## src/rtl/core/masked_pixel_statistics_core_assert.svh

```systemverilog
// assertion macros for the masked pixel statistics core
// no dependencies; included by modules that carry concurrent checks
`ifndef MASKED_PIXEL_STATISTICS_CORE_ASSERT_SVH
`define MASKED_PIXEL_STATISTICS_CORE_ASSERT_SVH
`ifndef SYNTHESIS
`define MPS_ASSERT_IMPL(lbl, clk, rst_n, ante, cons) \
    lbl: assert property (@(posedge clk) disable iff (!rst_n) (ante) |-> (cons)) \
        else $error("assertion failed");
`define MPS_ASSERT_NEXT(lbl, clk, rst_n, ante, cons) \
    lbl: assert property (@(posedge clk) disable iff (!rst_n) (ante) |=> (cons)) \
        else $error("assertion failed");
`else
`define MPS_ASSERT_IMPL(lbl, clk, rst_n, ante, cons)
`define MPS_ASSERT_NEXT(lbl, clk, rst_n, ante, cons)
`endif
`endif

```

## src/rtl/core/mps_pkg.sv

```systemverilog
// shared types and constants of the masked pixel statistics core
// no dependencies
`default_nettype none
package mps_pkg;

    localparam int MAX_PIXELS_LOG2_DEF = 24;

    // pixel classes decided in the front part
    localparam logic [1:0] K_FLAGGED  = 2'd0;
    localparam logic [1:0] K_BAD_ERR  = 2'd1;
    localparam logic [1:0] K_USE_ZERO = 2'd2;
    localparam logic [1:0] K_USE_DIV  = 2'd3;

    // frame status codes
    localparam logic [1:0] ST_OK       = 2'd0;
    localparam logic [1:0] ST_ALL_BAD  = 2'd1;
    localparam logic [1:0] ST_MIXED    = 2'd2;
    localparam logic [1:0] ST_FLAGGED  = 2'd3;

    typedef struct packed {
        logic [1:0]         kind;
        logic               last;
        logic signed [31:0] sci;
        logic signed [31:0] err;
    } t_pix;

endpackage
`default_nettype wire

```

## src/rtl/core/mps_front.sv

```systemverilog
// front part: mask register, pixel classification and pixel queue
// depends on mps_pkg
`default_nettype none
module mps_front (
    input  wire logic         i_clk,
    input  wire logic         i_rst_n,
    input  wire logic         i_cfg_valid,
    output logic              o_cfg_ready,
    input  wire logic [15:0]  i_cfg_data,
    input  wire logic         i_s_tvalid,
    output logic              o_s_tready,
    input  wire logic [79:0]  i_s_tdata,  // sci_value, err_value, quality_flags
    input  wire logic         i_s_tlast,  // last_pixel
    output logic              o_q_valid,
    output mps_pkg::t_pix     o_q_item,
    input  wire logic         i_q_pop
);
    localparam int DEPTH = 4;
    localparam int PW    = $clog2(DEPTH);

    logic [15:0]    r_mask;
    mps_pkg::t_pix  r_mem [DEPTH];
    logic [PW-1:0]  r_wr, r_rd;
    logic [PW:0]    r_count, n_count;
    mps_pkg::t_pix  pix;
    logic signed [31:0] sci, err;
    logic [15:0]    flags;
    logic           push;

    assign o_cfg_ready = 1'b1;
    assign sci   = i_s_tdata[31:0];
    assign err   = i_s_tdata[63:32];
    assign flags = i_s_tdata[79:64];

    always_comb begin
        pix.sci  = sci;
        pix.err  = err;
        pix.last = i_s_tlast;
        if ((flags & r_mask) != 16'h0) begin
            pix.kind = mps_pkg::K_FLAGGED;
        end else if (err <= 32'sd0) begin
            pix.kind = (sci <= 32'sd0) ? mps_pkg::K_USE_ZERO : mps_pkg::K_BAD_ERR;
        end else begin
            pix.kind = mps_pkg::K_USE_DIV;
        end
    end

    assign o_s_tready = (r_count != (PW+1)'(DEPTH));
    assign push       = i_s_tvalid && o_s_tready;
    assign o_q_valid  = (r_count != '0);
    assign o_q_item   = r_mem[r_rd];

    always_comb begin
        n_count = r_count;
        if (push && !i_q_pop) begin
            n_count = r_count + 1'b1;
        end else if (!push && i_q_pop) begin
            n_count = r_count - 1'b1;
        end
    end

    always_ff @(posedge i_clk) begin
        if (!i_rst_n) begin
            r_mask  <= '0;
            r_wr    <= '0;
            r_rd    <= '0;
            r_count <= '0;
        end else begin
            if (i_cfg_valid) begin
                r_mask <= i_cfg_data;
            end
            if (push) begin
                r_wr <= r_wr + 1'b1;
            end
            if (i_q_pop) begin
                r_rd <= r_rd + 1'b1;
            end
            r_count <= n_count;
        end
    end

    always_ff @(posedge i_clk) begin
        if (push) begin
            r_mem[r_wr] <= pix;
        end
    end
endmodule
`default_nettype wire

```

## src/rtl/core/mps_divider.sv

```systemverilog
// shared iterative signed divider, one quotient bit per cycle, saturated to 32 bits
// no dependencies; divisor is always positive
`default_nettype none
module mps_divider #(
    parameter int DW = 56,
    parameter int VW = 32
) (
    input  wire logic                 i_clk,
    input  wire logic                 i_rst_n,
    input  wire logic                 i_start,
    input  wire logic signed [DW-1:0] i_dividend,
    input  wire logic [VW-1:0]        i_divisor,
    output logic                      o_done,
    output logic signed [31:0]        o_quot
);
    localparam int CW = $clog2(DW + 1);

    logic          r_busy, r_done, r_neg;
    logic [CW-1:0] r_cnt;
    logic [DW-1:0] r_quo;
    logic [VW:0]   r_rem;
    logic [VW-1:0] r_div;
    logic [VW:0]   rem_sh;
    logic          fits;

    assign rem_sh = {r_rem[VW-1:0], r_quo[DW-1]};
    assign fits   = (rem_sh >= {1'b0, r_div});

    always_ff @(posedge i_clk) begin
        if (!i_rst_n) begin
            r_busy <= 1'b0;
            r_done <= 1'b0;
        end else begin
            r_done <= 1'b0;
            if (i_start) begin
                r_busy <= 1'b1;
            end else if (r_busy && r_cnt == CW'(1)) begin
                r_busy <= 1'b0;
                r_done <= 1'b1;
            end
        end
    end

    always_ff @(posedge i_clk) begin
        if (i_start) begin
            r_neg <= i_dividend[DW-1];
            r_quo <= i_dividend[DW-1] ? (-i_dividend) : i_dividend;
            r_rem <= '0;
            r_div <= i_divisor;
            r_cnt <= CW'(DW);
        end else if (r_busy) begin
            r_rem <= fits ? (rem_sh - {1'b0, r_div}) : rem_sh;
            r_quo <= {r_quo[DW-2:0], fits};
            r_cnt <= r_cnt - 1'b1;
        end
    end

    always_comb begin
        if (!r_neg) begin
            o_quot = (r_quo[DW-1:31] != '0) ? 32'sh7FFF_FFFF : $signed(r_quo[31:0]);
        end else if ((r_quo[DW-1:32] != '0) || (r_quo[31] && (r_quo[30:0] != '0))) begin
            o_quot = 32'sh8000_0000;
        end else begin
            o_quot = -$signed(r_quo[31:0]);
        end
    end

    assign o_done = r_done;
endmodule
`default_nettype wire

```

## src/rtl/core/mps_back.sv

```systemverilog
// back part: accumulators, end-of-frame means, status and result register
// depends on mps_pkg and masked_pixel_statistics_core_assert.svh, drives the shared mps_divider
`default_nettype none
`include "masked_pixel_statistics_core_assert.svh"
module mps_back #(
    parameter int CNT_W = 25,
    parameter int SUM_W = 56,
    parameter int DW    = 56,
    parameter int VW    = 32,
    parameter int OUT_W = 320
) (
    input  wire logic                 i_clk,
    input  wire logic                 i_rst_n,
    input  wire logic                 i_q_valid,
    input  wire mps_pkg::t_pix        i_q_item,
    output logic                      o_q_pop,
    output logic                      o_div_start,
    output logic signed [DW-1:0]      o_div_dividend,
    output logic [VW-1:0]             o_div_divisor,
    input  wire logic                 i_div_done,
    input  wire logic signed [31:0]   i_div_quot,
    output logic                      o_m_tvalid,
    input  wire logic                 i_m_tready,
    output logic [OUT_W-1:0]          o_m_tdata
);
    localparam logic [2:0] S_IDLE   = 3'd0;
    localparam logic [2:0] S_SNR    = 3'd1;
    localparam logic [2:0] S_MSTART = 3'd2;
    localparam logic [2:0] S_MWAIT  = 3'd3;
    localparam logic [2:0] S_OUT    = 3'd4;

    logic [2:0]             r_state, n_state;
    logic [1:0]             r_k, n_k;
    logic [CNT_W-1:0]       r_good, n_good, r_bad, n_bad, r_pix, n_pix;
    logic signed [SUM_W-1:0] r_sum [3];
    logic signed [SUM_W-1:0] n_sum [3];
    logic signed [31:0]     r_min [3];
    logic signed [31:0]     n_min [3];
    logic signed [31:0]     r_max [3];
    logic signed [31:0]     n_max [3];
    logic signed [31:0]     r_mean [3];
    logic signed [31:0]     n_mean [3];
    logic signed [31:0]     r_sci, n_sci, r_err, n_err;
    logic                   r_last, n_last;
    logic                   r_out_valid, n_out_valid;
    logic [OUT_W-1:0]       r_out_data, n_out_data;
    logic                   upd_en;
    logic signed [31:0]     upd_v [3];
    logic signed [47:0]     snr_num;
    logic [1:0]             status;

    assign snr_num = {i_q_item.sci, 16'h0};

    always_comb begin
        if (r_good != '0) begin
            status = mps_pkg::ST_OK;
        end else if (r_bad != '0) begin
            status = (r_bad == r_pix) ? mps_pkg::ST_ALL_BAD : mps_pkg::ST_MIXED;
        end else begin
            status = mps_pkg::ST_FLAGGED;
        end
    end

    always_comb begin
        n_state     = r_state;
        n_k         = r_k;
        n_good      = r_good;
        n_bad       = r_bad;
        n_pix       = r_pix;
        n_sum       = r_sum;
        n_min       = r_min;
        n_max       = r_max;
        n_mean      = r_mean;
        n_sci       = r_sci;
        n_err       = r_err;
        n_last      = r_last;
        n_out_data  = r_out_data;
        n_out_valid = r_out_valid && !i_m_tready;
        o_q_pop        = 1'b0;
        o_div_start    = 1'b0;
        o_div_dividend = DW'(snr_num);
        o_div_divisor  = VW'($unsigned(i_q_item.err));
        upd_en   = 1'b0;
        upd_v[0] = r_sci;
        upd_v[1] = r_err;
        upd_v[2] = i_div_quot;
        unique case (r_state)
            S_IDLE: begin
                if (i_q_valid) begin
                    o_q_pop = 1'b1;
                    n_pix   = (r_pix == '1) ? r_pix : r_pix + 1'b1;
                    n_sci   = i_q_item.sci;
                    n_err   = i_q_item.err;
                    n_last  = i_q_item.last;
                    n_k     = 2'd0;
                    n_state = i_q_item.last ? S_MSTART : S_IDLE;
                    unique case (i_q_item.kind)
                        mps_pkg::K_FLAGGED: begin
                        end
                        mps_pkg::K_BAD_ERR: begin
                            n_bad = (r_bad == '1) ? r_bad : r_bad + 1'b1;
                        end
                        mps_pkg::K_USE_ZERO: begin
                            upd_en   = 1'b1;
                            upd_v[0] = i_q_item.sci;
                            upd_v[1] = i_q_item.err;
                            upd_v[2] = 32'sd0;
                        end
                        mps_pkg::K_USE_DIV: begin
                            o_div_start = 1'b1;
                            n_state     = S_SNR;
                        end
                    endcase
                end
            end
            S_SNR: begin
                if (i_div_done) begin
                    upd_en  = 1'b1;
                    n_state = r_last ? S_MSTART : S_IDLE;
                end
            end
            S_MSTART: begin
                if (r_good == '0) begin
                    n_state = S_OUT;
                end else begin
                    o_div_start    = 1'b1;
                    o_div_dividend = DW'(r_sum[r_k]);
                    o_div_divisor  = VW'(r_good);
                    n_state        = S_MWAIT;
                end
            end
            S_MWAIT: begin
                if (i_div_done) begin
                    n_mean[r_k] = i_div_quot;
                    if (r_k == 2'd2) begin
                        n_state = S_OUT;
                    end else begin
                        n_k     = r_k + 1'b1;
                        n_state = S_MSTART;
                    end
                end
            end
            S_OUT: begin
                if (!r_out_valid || i_m_tready) begin
                    n_out_valid = 1'b1;
                    if (r_good == '0) begin
                        n_out_data = OUT_W'(status) << (CNT_W + 288);
                    end else begin
                        n_out_data = OUT_W'({status,
                            r_mean[2], r_max[2], r_min[2],
                            r_mean[1], r_max[1], r_min[1],
                            r_mean[0], r_max[0], r_min[0], r_good});
                    end
                    n_good  = '0;
                    n_bad   = '0;
                    n_pix   = '0;
                    for (int i = 0; i < 3; i++) begin
                        n_sum[i] = '0;
                        n_min[i] = '0;
                        n_max[i] = '0;
                    end
                    n_state = S_IDLE;
                end
            end
            default: begin
                n_state = S_IDLE;
            end
        endcase
        if (upd_en) begin
            for (int i = 0; i < 3; i++) begin
                if (r_good == '0) begin
                    n_min[i] = upd_v[i];
                    n_max[i] = upd_v[i];
                    n_sum[i] = SUM_W'(upd_v[i]);
                end else begin
                    if (upd_v[i] < r_min[i]) begin
                        n_min[i] = upd_v[i];
                    end
                    if (upd_v[i] > r_max[i]) begin
                        n_max[i] = upd_v[i];
                    end
                    n_sum[i] = r_sum[i] + SUM_W'(upd_v[i]);
                end
            end
            n_good = (r_good == '1) ? r_good : r_good + 1'b1;
        end
    end

    always_ff @(posedge i_clk) begin
        if (!i_rst_n) begin
            r_state     <= S_IDLE;
            r_k         <= '0;
            r_good      <= '0;
            r_bad       <= '0;
            r_pix       <= '0;
            r_out_valid <= 1'b0;
            for (int i = 0; i < 3; i++) begin
                r_sum[i] <= '0;
                r_min[i] <= '0;
                r_max[i] <= '0;
            end
        end else begin
            r_state     <= n_state;
            r_k         <= n_k;
            r_good      <= n_good;
            r_bad       <= n_bad;
            r_pix       <= n_pix;
            r_out_valid <= n_out_valid;
            r_sum       <= n_sum;
            r_min       <= n_min;
            r_max       <= n_max;
        end
    end

    always_ff @(posedge i_clk) begin
        r_mean     <= n_mean;
        r_sci      <= n_sci;
        r_err      <= n_err;
        r_last     <= n_last;
        r_out_data <= n_out_data;
    end

    assign o_m_tvalid = r_out_valid;
    assign o_m_tdata  = r_out_data;

    `MPS_ASSERT_IMPL(a_done_state, i_clk, i_rst_n, i_div_done, (r_state == S_SNR) || (r_state == S_MWAIT))
    `MPS_ASSERT_IMPL(a_good_le_pix, i_clk, i_rst_n, 1'b1, r_good <= r_pix)
    `MPS_ASSERT_NEXT(a_load_clears, i_clk, i_rst_n, (r_state == S_OUT) && (!r_out_valid || i_m_tready), (r_good == '0) && (r_pix == '0) && r_out_valid)
endmodule
`default_nettype wire

```

## src/rtl/core/masked_pixel_statistics_core.sv

```systemverilog
// top level of the masked pixel statistics core: front, shared divider, back
// depends on mps_pkg, mps_front, mps_divider, mps_back
//
// channel  dir  handshake                   payload
// s        in   i_s_tvalid / o_s_tready     i_s_tdata sci, err, flags; i_s_tlast last pixel
// m        out  o_m_tvalid / i_m_tready     o_m_tdata frame statistics and status
// cfg      in   i_cfg_valid / o_cfg_ready   i_cfg_data serious flag mask
//
// pixel that is flagged, bad-error or used with zero s/n: taken in S_IDLE as it is popped, without the divider
// pixel with positive error: s/n from the one-bit-per-cycle divider while the back part waits in S_SNR
// frame end: the three means in turn on the same divider (S_MSTART, S_MWAIT), skipped if no pixel is good
// front queue of 4 words keeps accepting while the back part divides, until the queue is full
// result register lets the next frame start while a result waits; no clearing pass
`default_nettype none
module masked_pixel_statistics_core #(
    parameter int MAX_PIXELS_LOG2 = mps_pkg::MAX_PIXELS_LOG2_DEF
) (
    input  wire logic                 i_clk,
    input  wire logic                 i_rst_n,
    input  wire logic                 i_cfg_valid,
    output logic                      o_cfg_ready,
    input  wire logic [15:0]          i_cfg_data,
    input  wire logic                 i_s_tvalid,
    output logic                      o_s_tready,
    input  wire logic [79:0]          i_s_tdata,  // sci_value, err_value, quality_flags
    input  wire logic                 i_s_tlast,  // last_pixel
    output logic                      o_m_tvalid,
    input  wire logic                 i_m_tready,
    // good_count, sci_min, sci_max, sci_mean, err_min, err_max, err_mean,
    // snr_min, snr_max, snr_mean, frame_status
    output logic [(((MAX_PIXELS_LOG2 + 291) + 7) / 8) * 8 - 1:0] o_m_tdata
);
    localparam int CNT_W = MAX_PIXELS_LOG2 + 1;
    localparam int SUM_W = 32 + MAX_PIXELS_LOG2;
    localparam int DW    = (SUM_W > 48) ? SUM_W : 48;
    localparam int VW    = (CNT_W > 32) ? CNT_W : 32;
    localparam int OUT_W = (((CNT_W + 290) + 7) / 8) * 8;

    logic               q_valid, q_pop;
    mps_pkg::t_pix      q_item;
    logic               div_start, div_done;
    logic signed [DW-1:0] div_dividend;
    logic [VW-1:0]      div_divisor;
    logic signed [31:0] div_quot;

    mps_front u_front (
        .i_clk       (i_clk),
        .i_rst_n     (i_rst_n),
        .i_cfg_valid (i_cfg_valid),
        .o_cfg_ready (o_cfg_ready),
        .i_cfg_data  (i_cfg_data),
        .i_s_tvalid  (i_s_tvalid),
        .o_s_tready  (o_s_tready),
        .i_s_tdata   (i_s_tdata),
        .i_s_tlast   (i_s_tlast),
        .o_q_valid   (q_valid),
        .o_q_item    (q_item),
        .i_q_pop     (q_pop)
    );

    mps_divider #(.DW(DW), .VW(VW)) u_div (
        .i_clk      (i_clk),
        .i_rst_n    (i_rst_n),
        .i_start    (div_start),
        .i_dividend (div_dividend),
        .i_divisor  (div_divisor),
        .o_done     (div_done),
        .o_quot     (div_quot)
    );

    mps_back #(
        .CNT_W (CNT_W),
        .SUM_W (SUM_W),
        .DW    (DW),
        .VW    (VW),
        .OUT_W (OUT_W)
    ) u_back (
        .i_clk          (i_clk),
        .i_rst_n        (i_rst_n),
        .i_q_valid      (q_valid),
        .i_q_item       (q_item),
        .o_q_pop        (q_pop),
        .o_div_start    (div_start),
        .o_div_dividend (div_dividend),
        .o_div_divisor  (div_divisor),
        .i_div_done     (div_done),
        .i_div_quot     (div_quot),
        .o_m_tvalid     (o_m_tvalid),
        .i_m_tready     (i_m_tready),
        .o_m_tdata      (o_m_tdata)
    );
endmodule
`default_nettype wire

```

## config.mk

```make
export PLATFORM = sky130hd
export DESIGN_NAME = masked_pixel_statistics_core
export DESIGN_NICKNAME = d
export VERILOG_FILES = /design/src/rtl/core/mps_pkg.sv /design/src/rtl/core/mps_front.sv /design/src/rtl/core/mps_divider.sv /design/src/rtl/core/mps_back.sv /design/src/rtl/core/masked_pixel_statistics_core.sv
export VERILOG_INCLUDE_DIRS = /design/src /design/src/rtl/core
export SDC_FILE = /design/constraint.sdc
export NUM_CORES = 2
export LEC_CHECK = 0
export BUFFER_PORTS_ARGS = -buffer_cell sky130_fd_sc_hd__buf_2
export CAP_MARGIN = 20
export CORE_MARGIN = 2
export CORE_UTILIZATION = 55
export DETAILED_ROUTE_END_ITERATION = 10
export GPL_TIMING_DRIVEN = 0
export PLACE_DENSITY = 0.73
export SLEW_MARGIN = 25
export SYNTH_ARGS = -nofsm -noshare
export SYNTH_HDL_FRONTEND = slang
export SYNTH_SLANG_ARGS = --single-unit
```

## constraint.sdc

```tcl
create_clock -name i_clk -period 27.9 [get_ports i_clk]
set_input_delay 4.185 -clock i_clk [delete_from_list [all_inputs] [get_ports i_clk]]
set_output_delay 4.185 -clock i_clk [all_outputs]
set_load 0.05 [all_outputs]
```

# Word level (Yosys, flattened, before mapping)
# Memory sizes are Yosys's and may differ from the RTL's. A register that Yosys moved wholly into a read port is not among the register bits.
# Cells that the tools add are included.
word_totals:
  register_bits: 1074
  latchBits: 0
  ram_bits: 268
  romBits: 0
  inputBits: 102
  output_inout_bits: 323
  memories: 1
memory_table:
  columns: ["name", "words", "word_bits", "read_ports", "rd_ports_with_merged_regs", "write_ports", "line_no", "text"]
  rows:
  - ["u_front.r_mem", 4, 67, 1, 1, 1, "mps_front.sv:22", "mps_pkg::t_pix r_mem [DEPTH];"]
classes:
  addsub: 15
  n_mul: 0
  n_div: 0
  n_lt_le_gt_ge: 11
  eq_ne: 23
  shift: 0
  n_mux: 96
  bitwise_logic: 3
  reduce_logical: 39
op_table:
  columns: ["operator", "n"]
  rows:
  - ["96-bit 2-to-1 mux", 9]
  - ["32-bit 2-to-1 mux", 19]
  - ["56-bit 2-to-1 mux", 10]
  - ["168-bit 2-to-1 mux", 3]
  - ["25-bit 2-to-1 mux", 9]
  - ["56-bit by 32-bit adder with 56-bit output", 3]
  - ["56-bit binary-select mux with 2-bit select", 1]
  - ["25-bit case mux with 2 select lines", 2]
  - ["96-bit bitwise mux", 1]
  - ["32-bit greater-than comparator", 3]
  - ["32-bit less-than comparator", 3]
  - ["25-bit by 1-bit adder with 25-bit output, second input constant", 3]
  - ["25-bit == test, second input constant", 3]
  - ["25-bit nonzero test", 3]
  - ["32-bit demux with 2-bit select", 1]
  - ["32-bit by 1-bit <= comparator with 1-bit output, second input constant", 2]
  - ["56-bit negator", 1]
  - ["33-bit by 32-bit greater-or-equal comparator with 1-bit output", 1]
  - ["32-bit negator", 1]
  - ["32-bit subtractor", 1]
  - ["31-bit nonzero test", 1]
  - ["3-bit 2-to-1 mux", 9]
  - ["2-bit 2-to-1 mux", 13]
  - ["25-bit == test", 1]
  - ["36 further kinds", 84]

# Depth between registers and ports, before layout
logic_depth:
  depth_word: 12
  ltp_mapped: 24
  depth_no_buf: 23

# Modules after synthesis
# From an unflattened synthesis, not the netlist that was laid out.
hier_totals:
  hier_cells: 6879
  hier_area_um2: 70578.9
modules_own_cells:
  columns: ["mod", "instances", "cells_each", "area_per_inst_um2"]
  rows:
  - ["mps_back", 1, 5307, 50524.7]
  - ["mps_front", 1, 483, 11013.1]
  - ["mps_divider", 1, 1089, 9041.2]

# Worst setup path before layout
# OpenSTA, ideal clock, no wires.
synth_path:
  kind: "input port to flip-flop"
  startpoint: "input i_m_tready"
  endpoint: "register u_back.r_out_data[0] (netlist: u_back.o_m_tdata[0]), enable pin"
  setup_time_ns: 0.803
  arrival_time_ns: 13.571
  required_time_ns: 27.097
  setup_slack_ns: 13.526
  cell_stages: 6
  path_cell_list: "nor2b_1 > nand2b_1 > clkbuf_1 > inv_1 > clkbuf_1 > clkbuf_1"
synth_via:
  elab_chain_cells: 2
synth_lines:
  columns: ["item", "line_no", "text"]
  rows:
  - ["from (decl)", "masked_pixel_statistics_core.sv:28", "input wire logic i_m_tready,"]
  - ["1-bit logical OR", "mps_back.sv:144", "if (!r_out_valid || i_m_tready) begin"]
  - ["2-bit AND reduction (no source line)", null, null]
  - ["to (signal assigned)", "mps_back.sv:220", "r_out_data <= n_out_data;"]
  - ["to (decl)", "mps_back.sv:46", "logic [OUT_W-1:0] r_out_data, n_out_data;"]
# Every way passes these cells.
# A chain may end at the register's enable or synchronous reset.

==> metrics.yaml <==
startpoint_type: "flip-flop"
cts.sinks: 1339
synthTopCellsByArea: "edfxtp_1 (35%), dfxtp_1 (14%), ha_1 (7.0%)"
first_global_vias: 56200
tightest_slew_ns: 1.18
yosysSeqAreaShare: 0.492
skew_ns: 0.0272
num-nets-final: 8167
fill_cells: 10700
switchingPower_uw: 5040
dpl.hpwl_um: 204000
fp.dieW_um: 364
muxShareOfSynthArea: 0.0649
synth_area_leader_cell: "edfxtp_1"
power_density_nw_per_um2: 131
min_path_type: "flip-flop to flip-flop"
ant_nets: 0
p_int_uw: 5570
drv_slew: 0
avgRoutedWirePerCell_um: 27.6
first_pass_iters: 6
p_leak_uw: 0.0308
synth-compound-area-share: 0.142
rsz0062_at_grt: "false"
antenna_found_initial: 10
drt_iter0_markers: 7743
drc: 0
vias: 59900
ys_types: 95
clk_latency_ns: 0.81
port_buffers: 417
relSlewSlack: 0.201
critical_path_class: "flip-flop to flip-flop"
avgSynthCellArea_um2: 10.1
via_per_inst: 6.29
yosysMostFrequentCell: "edfxtp_1"
path_clk_slew_ns: 0.06
path_cells: "buf_1 -> buf_2 -> buf_2 -> clkbuf_1 -> clkbuf_1 -> mux4_2 -> mux2i_1 -> inv_1 -> ha_1 -> a211oi_1 -> o21ai_0 -> a22oi_1 -> o221ai_1 -> a311oi_1 -> o21ai_0 -> a311o_1 -> a22oi_1 -> a211o_1 -> a21oi_1 -> a221o_1"
rows: 132
seqPwrFrac: 0.282
endpoint_kind: "flip-flop"
synth-simple-area-share: 0.151
fmax_mhz: 108
outcome: "completed"
ys_ff_latch: 1339
die_h_um: 364
drive_above_1_share: 0.117
design.core.area_um2: 129000
async_flop_share: 0
die-area_um2: 133000
clock_power_share: 0.186
syn-cell-area_um2: 71400
synth_adder_area_share: 0.0717
cts_buffers: 142
grt_max_degree: 59
root_buffer: "clkbuf_16"
synth_top_area_frac: 0.350
synth_top_family_by_area: "simple AND/OR/NAND/NOR gates"
ys_warn_count: 0
power.share.combinational: 0.532
multiInputGateArea_um2: 33400
crit_fanout: 10
grt_pass1_wl_um: 376000
synth-xor-area-share: 0.0358
synth_edf_count: 833
fin_util: 0.629
cts.repair_timing.setup_buffer_count: 0
finalHoldViolCount: 0
cap_violations: 0
slowest_delay_ns: 0.91
min_period_ns: 9.22
syn_to_final_growth_pct: 13.8
start_util: 0.553
setup_viol: 0
worst_ep_required_time_ns: 28.58
io_pins: 425
cts_htree_levels: 4
cts_hold_buffers: 0
postRouteWirelength_um: 263000
arrival_ns: 9.90
ir_worst_vdd_v: 0.0000763
synth_ff_type: "edfxtp_1"
post-route-period-util: 0.330
swShare: 0.475
setup_tns_ns: 0
tritoncts: "yes"
grt_usage: 0.388
cts_buffer_depth: 3
ys_top_cells_by_count: "edfxtp_1 (833), nand2_1 (706), nor2_1 (602)"
overflow: 0
routabilityCongestion: 1.03
crit_slowest_cell: "mux2i_1"
syn_inst: 7065
cts_resized: 0
regArea_um2: 35100
## registers in the layout, indices dropped and copies added, names as in the netlist, 2 cells and up, named ones only
name / flops
u_back.r_good: 25
u_back.r_state: 3
u_back.r_sci: 32
u_div.r_cnt: 6
u_back.o_m_tdata: 315
u_front.r_count: 3
u_div.r_quo: 56
u_back.r_max: 96
u_div.r_rem: 32
u_front.r_wr: 2
u_front.r_mask: 16
u_back.r_pix: 25
u_back.r_mean: 96
u_front.r_mem: 268
u_div.r_div: 32
u_front.r_rd: 2
u_back.r_sum: 168
u_back.r_bad: 25
u_back.r_min: 96
u_back.r_k: 2
u_back.r_err: 32
## final timing paths
| path | startpoint | to | slack [ns] | cells after the start |
|---|---|---|---|---|
| max | flip-flop | u_back.r_sum[111] | 18.68 | 20 |
| min | u_back.r_max[29] | u_back.r_max[29] | 0.46 | 2 |
| max reg2reg | flip-flop | u_back.r_sum[111] | 18.68 | 20 |
| min reg2reg | u_back.r_max[29] | u_back.r_max[29] | 0.46 | 2 |
## logic make-up after synthesis
| logic type | after synthesis |
|---|---|
| AO/OA/AOI/OAI | 1595 |
| AND/OR/NAND/NOR | 2291 |
| other | 2 |
| multiplexers | 374 |
| XOR/XNOR | 292 |
| adder cells (fa/ha/maj) | 406 |
| flip-flops | 1339 |
| buffers and inverters | 766 |
## cell usage in the layout (no fill, tap or decap), types with 333 or more instances in the layout
master	netlist	final
inv_1	350	347
o21ai_0	354	352
ha_1	401	401
nor2_1	602	599
clkbuf_1	329	333
dfxtp_1	506	506
buf_2	36	456
nand2_1	706	705
a21oi_1	474	474
edfxtp_1	833	833
## stage by stage
stage          instances  setup WS, ns  total power (uW)  area [um2]  hold WS, ns
2_1_floorplan       7069         13.53              6500       71400        0.435
3_3_place_gp        9228          8.51              8320       75600        0.445
3_5_place_dp        9256         18.99              8430       76300        0.451
4_1_cts             9519         18.93             10400       81200        0.461
5_1_grt             9520         18.36             11100       81200        0.480
6_report            9527         18.68             10600       81200        0.457
## cell type report
cell class,count,area share
diodes,7,0.000216
plain buffers,412,0.0209
clock buffers,190,0.0493
clock inverters,73,0.0107
inverters,354,0.0164
multi-input cells,4964,0.411
flip-flops and latches,1339,0.433
well taps,1742,0.0268
repair buffers,446,0.0325
## critical path: cells and delay by family (launching register included)
kind | cells | cell delay (ns)
adders and majority gates | 1 | 0.43
DFF | 1 | 0.49
AOI/OAI and AO/OA | 11 | 3.56
muxes | 2 | 1.40
buffers and inverters | 6 | 3.17
## power by group through the flow
| stage | Clock, uW | Combinational [uW] | Sequential [uW] |
|---|---|---|---|
| CTS | 1990 | 5470 | 2970 |
| finish | 1970 | 5650 | 2990 |
| floorplan | 0 | 3410 | 3090 |
| detailed placement | 0 | 5420 | 3010 |
| global route | 2060 | 6020 | 3010 |
| global placement | 0 | 5280 | 3040 |
## per-layer routing
layer | wire (um) | vias up | share of wire | track usage
met5 | 66 | - | 0.00025 | 0
met4 | 17100 | 10 | 0.065 | 0.224
met3 | 26700 | 644 | 0.10 | 0.0862
met2 | 114000 | 3246 | 0.43 | 0.581
met1 | 105000 | 29100 | 0.40 | 0.520
li1 | - | 26900 | - | -
Power figures use the tool's default switching activity.
